File: src/hw/rtl/stk_pkg.sv
// Shared types and constants for the data stack: field widths, operation and
// status codes, and the command and status bundles between controller and datapath.
// Depends on nothing.
`default_nettype none

package stk_pkg;

    localparam int unsigned DEPTH_DEF      = 1024;
    localparam int unsigned DATA_WIDTH_DEF = 32;

    localparam int unsigned OP_W  = 3;
    localparam int unsigned VAL_W = 32;
    localparam int unsigned OFF_W = 10;
    localparam int unsigned ST_W  = 2;
    localparam int unsigned CNT_W = 11;

    typedef enum logic [OP_W-1:0] {
        OP_PUSH = 3'd0,
        OP_POP  = 3'd1,
        OP_PEEK = 3'd2,
        OP_DUP  = 3'd3,
        OP_SWAP = 3'd4,
        OP_ROT  = 3'd5
    } t_op;

    typedef enum logic [ST_W-1:0] {
        ST_OK    = 2'd0,
        ST_UNDER = 2'd1,
        ST_OVER  = 2'd2
    } t_status;

    // Memory address sources.
    typedef enum logic [2:0] {
        ASEL_PUSH = 3'd0,
        ASEL_TOP0 = 3'd1,
        ASEL_TOP1 = 3'd2,
        ASEL_TOP2 = 3'd3,
        ASEL_PEEK = 3'd4
    } t_asel;

    // Memory write data sources.
    typedef enum logic [1:0] {
        DSEL_VAL    = 2'd0,
        DSEL_RDATA  = 2'd1,
        DSEL_HOLD_A = 2'd2,
        DSEL_HOLD_B = 2'd3
    } t_dsel;

    typedef struct packed {
        logic    latch;
        logic    rd_en;
        t_asel   rd_asel;
        logic    wr_en;
        t_asel   wr_asel;
        t_dsel   wr_dsel;
        logic    cap_a;
        logic    cap_b;
        logic    cnt_inc;
        logic    cnt_dec;
        logic    res_load;
        logic    res_rdata;
        t_status res_status;
    } t_cmd;

    typedef struct packed {
        logic empty;
        logic full;
        logic lt2;
        logic lt3;
        logic peek_bad;
    } t_flags;

endpackage

`default_nettype wire

File: src/hw/rtl/stk_ctrl.sv
// Controller of the data stack: sequences the memory reads and writes of each operation.
// Depends on stk_pkg; commands stk_datapath.
`default_nettype none

module stk_ctrl (
    input  wire logic                      i_clk,
    input  wire logic                      i_rst_n,
    input  wire logic                      i_in_valid,
    output logic                           o_in_ready,
    input  wire logic [stk_pkg::OP_W-1:0]  i_op,
    input  wire logic                      i_out_ready,
    output logic                           o_out_valid,
    input  wire stk_pkg::t_flags           i_flags,
    output stk_pkg::t_cmd                  o_cmd
);
    import stk_pkg::*;

    typedef enum logic [3:0] {
        S_IDLE,
        S_DECODE,
        S_POP,
        S_PEEK,
        S_DUP,
        S_SW1,
        S_SW2,
        S_SW3,
        S_RO1,
        S_RO2,
        S_RO3,
        S_RO4,
        S_RO5
    } t_state;

    t_state          r_state;
    t_state          n_state;
    logic [OP_W-1:0] r_op;
    logic            r_out_valid;
    logic            out_free;
    logic            fin;
    t_cmd            cmd;

    assign out_free = !r_out_valid || i_out_ready;

    always_comb begin
        cmd     = '0;
        n_state = r_state;
        fin     = 1'b0;
        unique case (r_state)
            S_IDLE: begin
                if (i_in_valid) begin
                    cmd.latch = 1'b1;
                    n_state   = S_DECODE;
                end
            end
            S_DECODE: begin
                unique case (r_op)
                    OP_PUSH: begin
                        fin = 1'b1;
                        if (i_flags.full) begin
                            cmd.res_status = ST_OVER;
                        end else begin
                            cmd.wr_en   = 1'b1;
                            cmd.wr_asel = ASEL_PUSH;
                            cmd.wr_dsel = DSEL_VAL;
                            cmd.cnt_inc = 1'b1;
                        end
                    end
                    OP_POP: begin
                        if (i_flags.empty) begin
                            fin            = 1'b1;
                            cmd.res_status = ST_UNDER;
                        end else begin
                            cmd.rd_en   = 1'b1;
                            cmd.rd_asel = ASEL_TOP0;
                            n_state     = S_POP;
                        end
                    end
                    OP_PEEK: begin
                        if (i_flags.peek_bad) begin
                            fin            = 1'b1;
                            cmd.res_status = ST_UNDER;
                        end else begin
                            cmd.rd_en   = 1'b1;
                            cmd.rd_asel = ASEL_PEEK;
                            n_state     = S_PEEK;
                        end
                    end
                    OP_DUP: begin
                        if (i_flags.empty) begin
                            fin            = 1'b1;
                            cmd.res_status = ST_UNDER;
                        end else if (i_flags.full) begin
                            fin            = 1'b1;
                            cmd.res_status = ST_OVER;
                        end else begin
                            cmd.rd_en   = 1'b1;
                            cmd.rd_asel = ASEL_TOP0;
                            n_state     = S_DUP;
                        end
                    end
                    OP_SWAP: begin
                        if (i_flags.lt2) begin
                            fin            = 1'b1;
                            cmd.res_status = ST_UNDER;
                        end else begin
                            cmd.rd_en   = 1'b1;
                            cmd.rd_asel = ASEL_TOP0;
                            n_state     = S_SW1;
                        end
                    end
                    OP_ROT: begin
                        if (i_flags.lt3) begin
                            fin            = 1'b1;
                            cmd.res_status = ST_UNDER;
                        end else begin
                            cmd.rd_en   = 1'b1;
                            cmd.rd_asel = ASEL_TOP0;
                            n_state     = S_RO1;
                        end
                    end
                    default: begin
                        // Unused codes complete at once with an unchanged stack.
                        fin = 1'b1;
                    end
                endcase
            end
            S_POP: begin
                fin           = 1'b1;
                cmd.res_rdata = 1'b1;
                cmd.cnt_dec   = 1'b1;
            end
            S_PEEK: begin
                fin           = 1'b1;
                cmd.res_rdata = 1'b1;
            end
            S_DUP: begin
                fin         = 1'b1;
                cmd.wr_en   = 1'b1;
                cmd.wr_asel = ASEL_PUSH;
                cmd.wr_dsel = DSEL_RDATA;
                cmd.cnt_inc = 1'b1;
            end
            S_SW1: begin
                cmd.cap_a   = 1'b1;
                cmd.rd_en   = 1'b1;
                cmd.rd_asel = ASEL_TOP1;
                n_state     = S_SW2;
            end
            S_SW2: begin
                cmd.wr_en   = 1'b1;
                cmd.wr_asel = ASEL_TOP0;
                cmd.wr_dsel = DSEL_RDATA;
                n_state     = S_SW3;
            end
            S_SW3: begin
                fin         = 1'b1;
                cmd.wr_en   = 1'b1;
                cmd.wr_asel = ASEL_TOP1;
                cmd.wr_dsel = DSEL_HOLD_A;
            end
            S_RO1: begin
                cmd.cap_a   = 1'b1;
                cmd.rd_en   = 1'b1;
                cmd.rd_asel = ASEL_TOP1;
                n_state     = S_RO2;
            end
            S_RO2: begin
                cmd.cap_b   = 1'b1;
                cmd.rd_en   = 1'b1;
                cmd.rd_asel = ASEL_TOP2;
                n_state     = S_RO3;
            end
            S_RO3: begin
                cmd.wr_en   = 1'b1;
                cmd.wr_asel = ASEL_TOP0;
                cmd.wr_dsel = DSEL_RDATA;
                n_state     = S_RO4;
            end
            S_RO4: begin
                cmd.wr_en   = 1'b1;
                cmd.wr_asel = ASEL_TOP1;
                cmd.wr_dsel = DSEL_HOLD_A;
                n_state     = S_RO5;
            end
            S_RO5: begin
                fin         = 1'b1;
                cmd.wr_en   = 1'b1;
                cmd.wr_asel = ASEL_TOP2;
                cmd.wr_dsel = DSEL_HOLD_B;
            end
            default: begin
                n_state = S_IDLE;
            end
        endcase

        // The last step of an operation commits everything together with the result,
        // so it waits as a whole while the result register is still occupied.
        if (fin) begin
            if (out_free) begin
                cmd.res_load = 1'b1;
                n_state      = S_IDLE;
            end else begin
                cmd     = '0;
                n_state = r_state;
            end
        end
    end

    always_ff @(posedge i_clk) begin
        if (!i_rst_n) begin
            r_state     <= S_IDLE;
            r_out_valid <= 1'b0;
        end else begin
            r_state <= n_state;
            if (cmd.res_load) begin
                r_out_valid <= 1'b1;
            end else if (i_out_ready) begin
                r_out_valid <= 1'b0;
            end
            if (cmd.latch) begin
                r_op <= i_op;
            end
        end
    end

    assign o_in_ready  = (r_state == S_IDLE);
    assign o_out_valid = r_out_valid;
    assign o_cmd       = cmd;

endmodule

`default_nettype wire

File: config.mk
export PLATFORM = sky130hd
export DESIGN_NAME = stk_ctrl
export DESIGN_NICKNAME = d
export VERILOG_FILES = /design/src/hw/rtl/stk_pkg.sv /design/src/hw/rtl/stk_ctrl.sv
export SDC_FILE = /design/constraint.sdc
export NUM_CORES = 1
export LEC_CHECK = 0
export BUFFER_PORTS_ARGS = -buffer_cell sky130_fd_sc_hd__clkbuf_2
export CAP_MARGIN = 10
export CORE_MARGIN = 5
export CORE_UTILIZATION = 55
export CTS_BUF_LIST = sky130_fd_sc_hd__clkbuf_4
export CTS_CLUSTER_DIAMETER = 40
export DETAILED_ROUTE_END_ITERATION = 8
export PLACE_DENSITY = 0.87
export SYNTH_ARGS = -nofsm -noshare
export SYNTH_HDL_FRONTEND = slang
export SYNTH_SLANG_ARGS = --single-unit
File: constraint.sdc
create_clock -name i_clk -period 4.8 [get_ports i_clk]
set_input_delay 0 -clock i_clk [delete_from_list [all_inputs] [get_ports i_clk]]
set_output_delay 0 -clock i_clk [all_outputs]
set_load 0.01 [all_outputs]
==> metrics.cfg, run 1 <==
[pwr]
power_switching_mw = 0.142
power.density_nw_per_um2 = 302
internal_power_mw = 0.186
comb_power_share_pct = 48.3
swShare_pct = 43.2
seq_power_share_pct = 32.9
clkPwrFrac_pct = 18.8
p_leak_nw = 0.495
vdd_drop_max_mv = 0.307

[synth]
ys_seq_area_share_pct = 20.8
synth_area_um2 = 915
synth.area.mux_share_pct = 3.28
synth_fp_nets = 133
synthXorXnorAreaFrac_pct = 0
synth-warning-count = 0
synthSimpleGateAreaFrac_pct = 35.2
synthCells = 121
synth_largest_area_cell = dfxtp_1
synth_top_cell_area_share_pct = 10.9
synth_top_family_by_area = simple AND/OR/NAND/NOR gates
synth-main-ff-cell = dfxtp_1
ys_top_cells_by_area = dfxtp_1 (11%), edfxtp_1 (9.8%), nor2_1 (6.6%)
synth_adder_area_share_pct = 0
synth_compound_area_share_pct = 31.5
ys_seq_elements = 8
avgSynthCellArea_um2 = 7.56
synth_edf_count = 3
synth_cell_types = 46
synthArstFlopShare_pct = 0

[cts]
cts_resized = 0
clkTransAtPathRegs_ns = 0.07
clockBufferDepth = 2
numCtsBuffers = 3
clock-root-buffer = clkbuf_4
cts_tree = yes
clock_latency_ns = 0.26
clock_sinks = 8
htreeDepth = 1

[final_layout]
utilization_pct = 70.5
fin_area_um2 = 1090
n_antenna_cell = 0
drive_gt1_share_pct = 30.9
syn_to_final_growth_pct = 18.9
nets = 162

[floorplanning]
die_h_um = 50.8
die_area_um2 = 2580
placeableCoreArea_um2 = 1540
rows = 14
die_w_um = 50.8
initial_core_util_pct = 59.3
pin_count = 33

[route]
ant_nets = 0
met2_length_mm = 1.25
drc = 0
via_per_inst = 6.52
dr_total_vias = 1075
wl_per_cell_um = 15.6
routed.top_layer = met4
drt_iter0_drc = 69
postRouteWirelength_mm = 2.58
met1Wirelength_um = 982
wl_met3_um = 291
firstDrtPassIters = 4

[setup_path]
worst-path-max-fanout = 10
critical_path_class = reg2out
max_stage_delay_ns = 0.54
crit_required_ns = 4.80
arrival_ns = 2.09
cp_common_cell = o21a_1
crit_slowest_cell = edfxtp_1
cp_num_buf_inv = 1
crit_chain = nor2b_4 > a31oi_4 > o31ai_2 > o21a_1 > o21a_1 > nor3_2 > clkbuf_2
r2r_slack_ns = 2.96
cp_top_family = compound AO/OA/AOI/OAI gates
critPathCaptureType = output port
critPathLaunchType = register

[place]
dpl.hpwl_mm = 1.98
gp_congestion = 0.930
detailed_place.area_um2 = 1030
io_buffers = 31

[job]
cap_violations = 0

[timing]
min_period_ns = 2.09
min_period_over_period_pct = 43.6
report.final.slew_viol_count = 0
tns_ns = 0
tightestPinTransition_ns = 0.545
rsz0062_at_grt = false
fin_skew_ns = 0.0153
hold_viol_final = 0
hold-worst-slack_ns = 0.0714
max_freq_mhz = 478
setup_viol = 0
relSlewSlack_pct = 63.6

[global_routing]
grt_pass1_wl_mm = 4.45
grt_max_degree = 18
gr-total-overflow = 0
antenna_found_initial = 0
grt_usage_pct = 21.1
grt_pass1_vias = 1010

[min_path]
hp-class = in2reg

[run_status]
outcome = completed

## logic make-up (layout without fill, tap and decap cells)
logic type,Yosys count,in the layout
simple gates,55,55
compound gates,39,39
buf+inv,15,43
flops,8,8
mux,3,3
other cells,1,1
## layout make-up
type,instances,area (µm²)
flip-flops and latches,8,190
inverters,5,18.8
multi-input cells,98,643
well taps,16,20.0
clock buffers,4,30.0
repair buffers,34,185
fillers,137,454
## final timing paths
| path | from | cells after the start | endpoint |
|---|---|---|---|
| worst max register to register | r_op[0] | 6 | r_state[3] |
| worst min-delay path | i_rst_n | 3 | o_out_valid |
| worst min register to register | o_out_valid | 2 | o_out_valid |
| worst max-delay path | r_op[2] | 7 | o_cmd[0] |
## state kept, by name, summed over array words and instances, names as in the netlist
name / flops
r_op: 3
r_state: 4
o_out_valid: 1
## power groups by stage
stage | logic, mW | clock network [mW] | registers, mW
after global routing | 0.176 | 0.0661 | 0.110
after CTS | 0.157 | 0.0640 | 0.107
after detailed placement | 0.154 | 0 | 0.108
after global placement | 0.151 | 0 | 0.107
final | 0.158 | 0.0619 | 0.108
after floorplan | 0.129 | 0 | 0.0893
## synthesized netlist by cell type (3+ instances only)
library cell	instances
nor2b_1	4
nor3_1	6
o21a_1	3
mux2i_1	3
and3_1	3
inv_1	3
a21oi_1	10
o21ai_0	4
clkbuf_1	3
nor2_1	16
nand2_1	10
a221oi_1	3
a22o_1	3
dfxtp_1	5
buf_4	4
edfxtp_1	3
## tightest hold or removal path: stages
cell      delay, ns
clkbuf_2       0.10
inv_1          0.11
a21oi_1        0.05
## placed cells by master, fill, tap and decap left out, types with 2 or more instances in the layout
| cell | count |
|---|---|
| mux2i_1 | 3 |
| clkbuf_4 | 4 |
| nor2b_1 | 4 |
| dlygate4sd3_1 | 3 |
| and3_4 | 2 |
| nand2_1 | 10 |
| nor2_1 | 16 |
| nor4_1 | 2 |
| o211ai_1 | 2 |
| a211oi_1 | 2 |
| dfxtp_1 | 5 |
| and3_1 | 3 |
| a221oi_1 | 3 |
| clkbuf_2 | 31 |
| inv_2 | 2 |
| a22o_1 | 3 |
| o21ai_1 | 2 |
| o32ai_1 | 2 |
| o21ai_0 | 4 |
| a21oi_1 | 10 |
| edfxtp_1 | 3 |
| inv_1 | 3 |
| o21a_1 | 3 |
| nor3_1 | 6 |
## metal layers
| layer | track usage (%) | up-vias |
|---|---|---|
| met2 | 34.9 | 83 |
| met4 | 8.09 | 0 |
| met1 | 24.9 | 483 |
| li1 | - | 503 |
| met5 | 0 | - |
| met3 | 7.10 | 6 |
## stage by stage
stage,std cells,setup slack (ns),power [mW]
2_1_floorplan,121,3.21,0.219
3_3_place_gp,158,3.00,0.258
3_5_place_dp,158,2.99,0.263
4_1_cts,165,2.70,0.328
5_1_grt,165,2.60,0.352
6_report,165,2.71,0.328
## timing repair
action | CTS | global route
hold endpoints to repair | 3 | 0
hold buffers | 3 | 0
setup buffers | 0 | 0
setup endpoints to repair | 0 | 0
No activity file was read; power rests on OpenSTA's default activity.
==> run 2: changes to the inputs <==
- CORE_UTILIZATION: 55 -> 51
- PLACE_DENSITY: 0.87 -> 0.82
- clock period: 4.8 -> 2 ns (I/O delays scaled with it)
==> run 2 against run 1 <==
The flow now finishes with violations (negative setup slack). Final cell count grew 15%. Combinational power grew to 2.9 times the previous value. First-iteration DRC count shrank 33%. Cell area grew 15%. Sequential share of layout area shrank 2.3 points. Largest cell class unchanged.
==> metrics.cfg, run 2 (synthesis gave the netlist of run 1 again) <==
[pwr]
seq_power_share_pct = 29.3  ; -3.6 points
p_leak_nw = 0.580  ; +17%
comb_power_share_pct = 53.6  ; +5.3 points
power.density_nw_per_um2 = 675  ; +120%
swShare_pct = 42.2  ; -1.1 points
total_power_mw = 0.845  ; +160%
vdd_drop_max_mv = 0.553  ; +80%
clkPwrFrac_pct = 17.1  ; -1.7 points
power_switching_mw = 0.356  ; +150%
internal_power_mw = 0.489  ; +160%

[final_layout]
regMostFlops = r_state
nets = 177  ; +9.3%
largest_reg_flops = 4  ; unchanged
n_antenna_cell = 0  ; unchanged
syn_to_final_growth_pct = 36.8
final_common_cell = clkbuf_2
utilization_pct = 73.3  ; +2.7 points
final_cell_mix = clkbuf_2 (28), nor2_1 (16), buf_4 (12), nand2_1 (10), a21oi_1 (9)
drive_gt1_share_pct = 40.2  ; +9.4 points
fillers = 141  ; +2.9%

[setup_path]
worst-path-max-fanout = 8  ; -2
ff2ff_path_depth = 8  ; +2
cp_top_family = compound AO/OA/AOI/OAI gates
arrival_ns = 2.03  ; -0.06 ns
max_stage_delay_ns = 0.52  ; -0.02 ns
path_depth = 8  ; +1
critical_path_class = reg2out
critPathLaunchType = register
crit_required_ns = 2.00  ; -2.80 ns
cp_num_buf_inv = 2  ; +1
crit_slowest_cell = edfxtp_1
crit_chain = buf_6 > nor4bb_4 > a31oi_4 > o31ai_4 > o21a_1 > o21a_2 > nor2_1 > clkbuf_2
critPathCaptureType = output port
r2r_slack_ns = 0.05  ; -2.91 ns

[timing]
min_period_ns = 2.03
hold_viol_final = 0  ; unchanged
rsz0062_at_grt = true
report.final.slew_viol_count = 0  ; unchanged
tns_ns = -0.0674  ; -0.0674 ns
hold-worst-slack_ns = 0.0580  ; -0.0134 ns
setup_viol = 4  ; +4
min_period_over_period_pct = 101
max_freq_mhz = 494
fin_ws_ns = -0.0255  ; -2.73 ns
fin_skew_ns = 0.00181  ; -0.0135 ns

[cts]
clockBufferDepth = 2  ; unchanged
cts_tree = yes
clock_latency_ns = 0.25  ; about the same
clkTransAtPathRegs_ns = 0.05  ; -0.02 ns
numCtsBuffers = 3  ; unchanged
htreeDepth = 1  ; unchanged
clock-root-buffer = clkbuf_4
clock_sinks = 8  ; unchanged

[job]
cap_violations = 0  ; unchanged

[place]
io_buffers = 31  ; unchanged
dpl.hpwl_mm = 2.01  ; +1.2%
gp_congestion = 0.853  ; -8.3%
place_ws_ns = 0.147  ; -2.84 ns

[min_path]
worst_hold_path.num_cells = 3  ; unchanged
hp-class = in2reg

[route]
drc = 0  ; unchanged
firstDrtPassIters = 4  ; unchanged
postRouteWirelength_mm = 2.87  ; +11%
dr_total_vias = 1143  ; +6.3%
ant_nets = 0  ; unchanged
via_per_inst = 6.05  ; -7.2%
wl_per_cell_um = 15.2  ; -2.9%
drt_iter0_drc = 46  ; -33%

[global_routing]
gr-total-overflow = 0  ; unchanged
antenna_found_initial = 0  ; unchanged
grt_max_degree = 16  ; -2
grt_pass1_wl_mm = 4.61  ; +3.6%
grt_pass1_vias = 1018  ; +0.79%
grt_usage_pct = 21.9  ; +0.84 points

[run_status]
violations = negative setup slack
outcome = finished, violations left

[floorplanning]
initial_core_util_pct = 53.6  ; -5.8 points
die_area_um2 = 2740  ; +6.3%
rows = 15  ; +1
pin_count = 33  ; unchanged
placeableCoreArea_um2 = 1710  ; +11%
die_h_um = 52.4  ; +3.1%
die_w_um = 52.4  ; +3.1%

run 2: changes by cell type in the layout (fill, tap and decap cells not counted), moves of 3 or more:
cell / previous run / this run
buf_4: 0 / 12
buf_2: 0 / 3
buf_6: 0 / 3
clkbuf_2: 31 / 28
run 2: metal layers:
| metal | GRT usage [%] | vias to the layer above | wire, µm |
|---|---|---|---|
| li1 | - | 537 | - |
| met1 | 27.3 | 534 | 1200 |
| met2 | 37.8 | 68 | 1440 |
| met3 | 3.13 | 4 | 195 |
| met4 | 8.09 | 0 | 37 |
| met5 | 0 | - | 0 |
run 2: metrics by stage:
| stage | instance area [µm²] | cells |
|---|---|---|
| global route | 1250 | 189 |
| global placement | 1080 | 172 |
| floorplan | 915 | 121 |
| finish | 1250 | 189 |
| detailed placement | 1080 | 172 |
| CTS | 1220 | 188 |
run 2: what timing repair did:
action                                 4_1_cts  5_1_grt
hold buffers                                 3        0
endpoints found under the hold margin        3        0
pin swaps                                    3        4
setup endpoints to repair                    5        6
gates resized for setup                      5        8
buffers inserted                             9        1
run 2: worst paths after layout:
kind | end | start
setup reg to reg | r_state[3] | r_op[2]
setup / recovery | o_cmd[13] | r_op[2]
hold reg to reg | o_out_valid | o_out_valid
hold / removal | r_state[0] | i_rst_n
run 2: power by group through the flow:
| stage | clock (mW) | combinational [mW] | sequential (mW) |
|---|---|---|---|
| 6_report | 0.145 | 0.453 | 0.248 |
| 5_1_grt | 0.160 | 0.495 | 0.253 |
| 4_1_cts | 0.148 | 0.435 | 0.244 |
| 3_5_place_dp | 0 | 0.394 | 0.253 |
| 3_3_place_gp | 0 | 0.388 | 0.252 |
| 2_1_floorplan | 0 | 0.311 | 0.214 |
run 2: tightest hold or removal path, stage by stage:
cell and delay (ns):
clkbuf_2 0.10, inv_1 0.11, a21oi_1 0.05
run 2: cell type report:
class	count	area, µm²	area share (%)
clock buffer	4	30.0	2.40
multi-input combinational	98	672	53.7
tap	25	31.3	2.50
sequential	8	190	15.2
inverter	5	18.8	1.50
timing repair buffer	49	309	24.7
==> run 3: changes to the inputs <==
- CORE_UTILIZATION: 51 -> 49
- CTS_BUF_LIST: sky130_fd_sc_hd__clkbuf_4 -> default
- PLACE_DENSITY: 0.82 -> 0.79
- SETUP_SLACK_MARGIN: default -> 0.4
==> run 3 against run 2 <==
The flow still finishes with violations (negative setup slack). Sequential share of layout area decreased by 1.0 points. Routed wire length increased by 31%. Count of clock-buffer cells in the layout unchanged. Final cell count increased by 5.8%. Combinational power increased by 19%. Total power increased by 12%. Largest cell class unchanged.
==> metrics.cfg, run 3 (synthesis gave the netlist of run 1 again) <==
[floorplanning]
die_area_um2 = 2830  ; +3.3%
initial_core_util_pct = 52.4  ; -1.2 points
pin_count = 33  ; unchanged
rows = 15  ; unchanged
placeableCoreArea_um2 = 1750  ; +2.2%
die_h_um = 53.2  ; +1.6%
die_w_um = 53.2  ; +1.6%

[place]
io_buffers = 31  ; unchanged
gp_congestion = 0.888  ; +4.1%
place_ws_ns = 0.187  ; +0.0397 ns
dpl.hpwl_mm = 1.97  ; -1.7%

[route]
dr_total_vias = 1249  ; +9.3%
wl_per_cell_um = 18.7  ; +23%
firstDrtPassIters = 5  ; +1
drc = 0  ; unchanged
via_per_inst = 6.25  ; +3.3%
ant_nets = 0  ; unchanged
drt_iter0_drc = 67  ; +46%
postRouteWirelength_mm = 3.75  ; +31%

[timing]
report.final.slew_viol_count = 0  ; unchanged
min_period_ns = 2.02  ; -0.00627 ns
max_freq_mhz = 495  ; +0.31%
setup_viol = 1  ; -3
min_period_over_period_pct = 101  ; -0.31 points
hold_viol_final = 0  ; unchanged
rsz0062_at_grt = true
fin_skew_ns = 0.00468  ; +0.00286 ns
fin_ws_ns = -0.0192  ; +0.00627 ns

[min_path]
worst_hold_path.num_cells = 3  ; unchanged
hp-start = i_rst_n
min_to = o_out_valid
hp-class = in2reg

[final_layout]
largest_reg_flops = 4  ; unchanged
utilization_pct = 82.8  ; +9.5 points
syn_to_final_growth_pct = 58.0
regMostFlops = r_state
final_common_cell = clkbuf_2
regArea_um2 = 205  ; +7.9%
fillers = 102  ; -28%
multi_input_area_um2 = 756  ; +12%
n_antenna_cell = 0  ; unchanged
drive_gt1_share_pct = 53.1  ; +13 points
nets = 188  ; +6.2%
final_cell_mix = clkbuf_2 (28), buf_4 (19), nor2_1 (14), nand2_1 (9), a21oi_1 (8)

[pwr]
seq_power_share_pct = 27.5  ; -1.8 points
power_switching_mw = 0.427  ; +20%
clkPwrFrac_pct = 15.3  ; -1.8 points
p_leak_nw = 0.638  ; +10%
power.density_nw_per_um2 = 654  ; -3.2%
internal_power_mw = 0.518  ; +6.0%
total_power_mw = 0.945  ; +12%
vdd_drop_max_mv = 0.677  ; +22%
swShare_pct = 45.2  ; +3.0 points
comb_power_share_pct = 57.3  ; +3.7 points

[setup_path]
r2r-start = r_op[0]
crit_required_ns = 2.00  ; about the same
worst-path-max-fanout = 5  ; -3
critPathCaptureType = output port
crit_slowest_cell = edfxtp_1
r2r_slack_ns = 0.05  ; about the same
r2r_end = r_state[3]
arrival_ns = 2.02  ; about the same
ff2ff_path_depth = 8  ; unchanged
cp_num_buf_inv = 2  ; unchanged
crit_chain = buf_6 > mux2i_4 > o31ai_4 > o21a_1 > o21a_2 > nor3_2 > clkbuf_2
max_stage_delay_ns = 0.48  ; -0.04 ns
cp_top_family = compound AO/OA/AOI/OAI gates
critical_path_class = reg2out
critPathLaunchType = register

[cts]
clock_latency_ns = 0.26  ; about the same
clockBufferDepth = 2  ; unchanged
htreeDepth = 1  ; unchanged
clock_sinks = 8  ; unchanged
clkTransAtPathRegs_ns = 0.07  ; +0.02 ns
numCtsBuffers = 3  ; unchanged
clock-root-buffer = clkbuf_4
cts_tree = yes

[run_status]
outcome = finished, violations left
violations = negative setup slack

[global_routing]
grt_usage_pct = 23.6  ; +1.6 points
grt_pass1_wl_mm = 4.93  ; +6.9%
grt_max_degree = 16  ; unchanged
antenna_found_initial = 0  ; unchanged
gr-total-overflow = 0  ; unchanged
grt_pass1_vias = 1079  ; +6.0%

[job]
cap_violations = 0  ; unchanged

-- run 3: changes by cell type in the layout (fill, tap and decap cells not counted), sizes merged --
cell,change
clkinvlp,+2
buf,+11
inv,-2
-- run 3: final cells by class --
cell class	count	area share [%]
timing repair buffer	60	27.7
sequential	8	14.2
clock buffer	4	1.82
multi-input combinational	98	52.3
inverter	5	1.82
tap	25	2.16
-- run 3: worst max-delay path by stage --
stage          startpoint        end  depth (start not counted)
2_1_floorplan     r_op[1]   o_cmd[0]                          7
3_3_place_gp      r_op[2]   o_cmd[0]                          7
3_5_place_dp      r_op[1]   o_cmd[0]                          7
4_1_cts           r_op[2]  o_cmd[13]                          8
5_1_grt           r_op[2]   o_cmd[0]                          7
6_report          r_op[2]   o_cmd[0]                          7
-- run 3: power by group through the flow --
stage | sequential (mW) | combinational, mW | clock [mW]
2_1_floorplan | 0.214 | 0.311 | 0
3_3_place_gp | 0.254 | 0.390 | 0
3_5_place_dp | 0.257 | 0.392 | 0
4_1_cts | 0.251 | 0.456 | 0.136
5_1_grt | 0.262 | 0.580 | 0.157
6_report | 0.260 | 0.541 | 0.144
-- run 3: routing by layer --
layer	GRT usage, %	share of wire (%)	vias up	wire length (µm)
met5	0	0	-	0
met4	9.79	5.1	0	192
met3	2.82	9.9	24	371
met2	42.2	48	110	1790
met1	27.7	37	557	1390
li1	-	-	558	-
-- run 3: what timing repair did --
action / in CTS / in global routing
setup endpoints to repair: 21 / 20
endpoints found under the hold margin: 3 / 0
setup buffers: 11 / 10
hold buffers: 3 / 0
pin swaps: 12 / 3
gates resized for setup: 21 / 24
-- run 3: worst register-to-register path, delay by kind of cell, from the launching register on --
family                 cells  cell delay [ns]
AO/OA/AOI/OAI              4             0.50
buffers and inverters      2             0.33
flip-flops                 1             0.50
AND/OR/NAND/NOR            2             0.52
-- run 3: stage by stage --
stage | area, µm² | instances | hold WS, ns | TNS, ns
2_1_floorplan | 915 | 121 | 0.0590 | 0
3_3_place_gp | 1080 | 172 | 0.178 | 0
3_5_place_dp | 1080 | 172 | 0.179 | 0
4_1_cts | 1280 | 190 | 0.0400 | 0
5_1_grt | 1450 | 200 | 0.0881 | -0.320
6_report | 1450 | 200 | 0.0592 | -0.0192
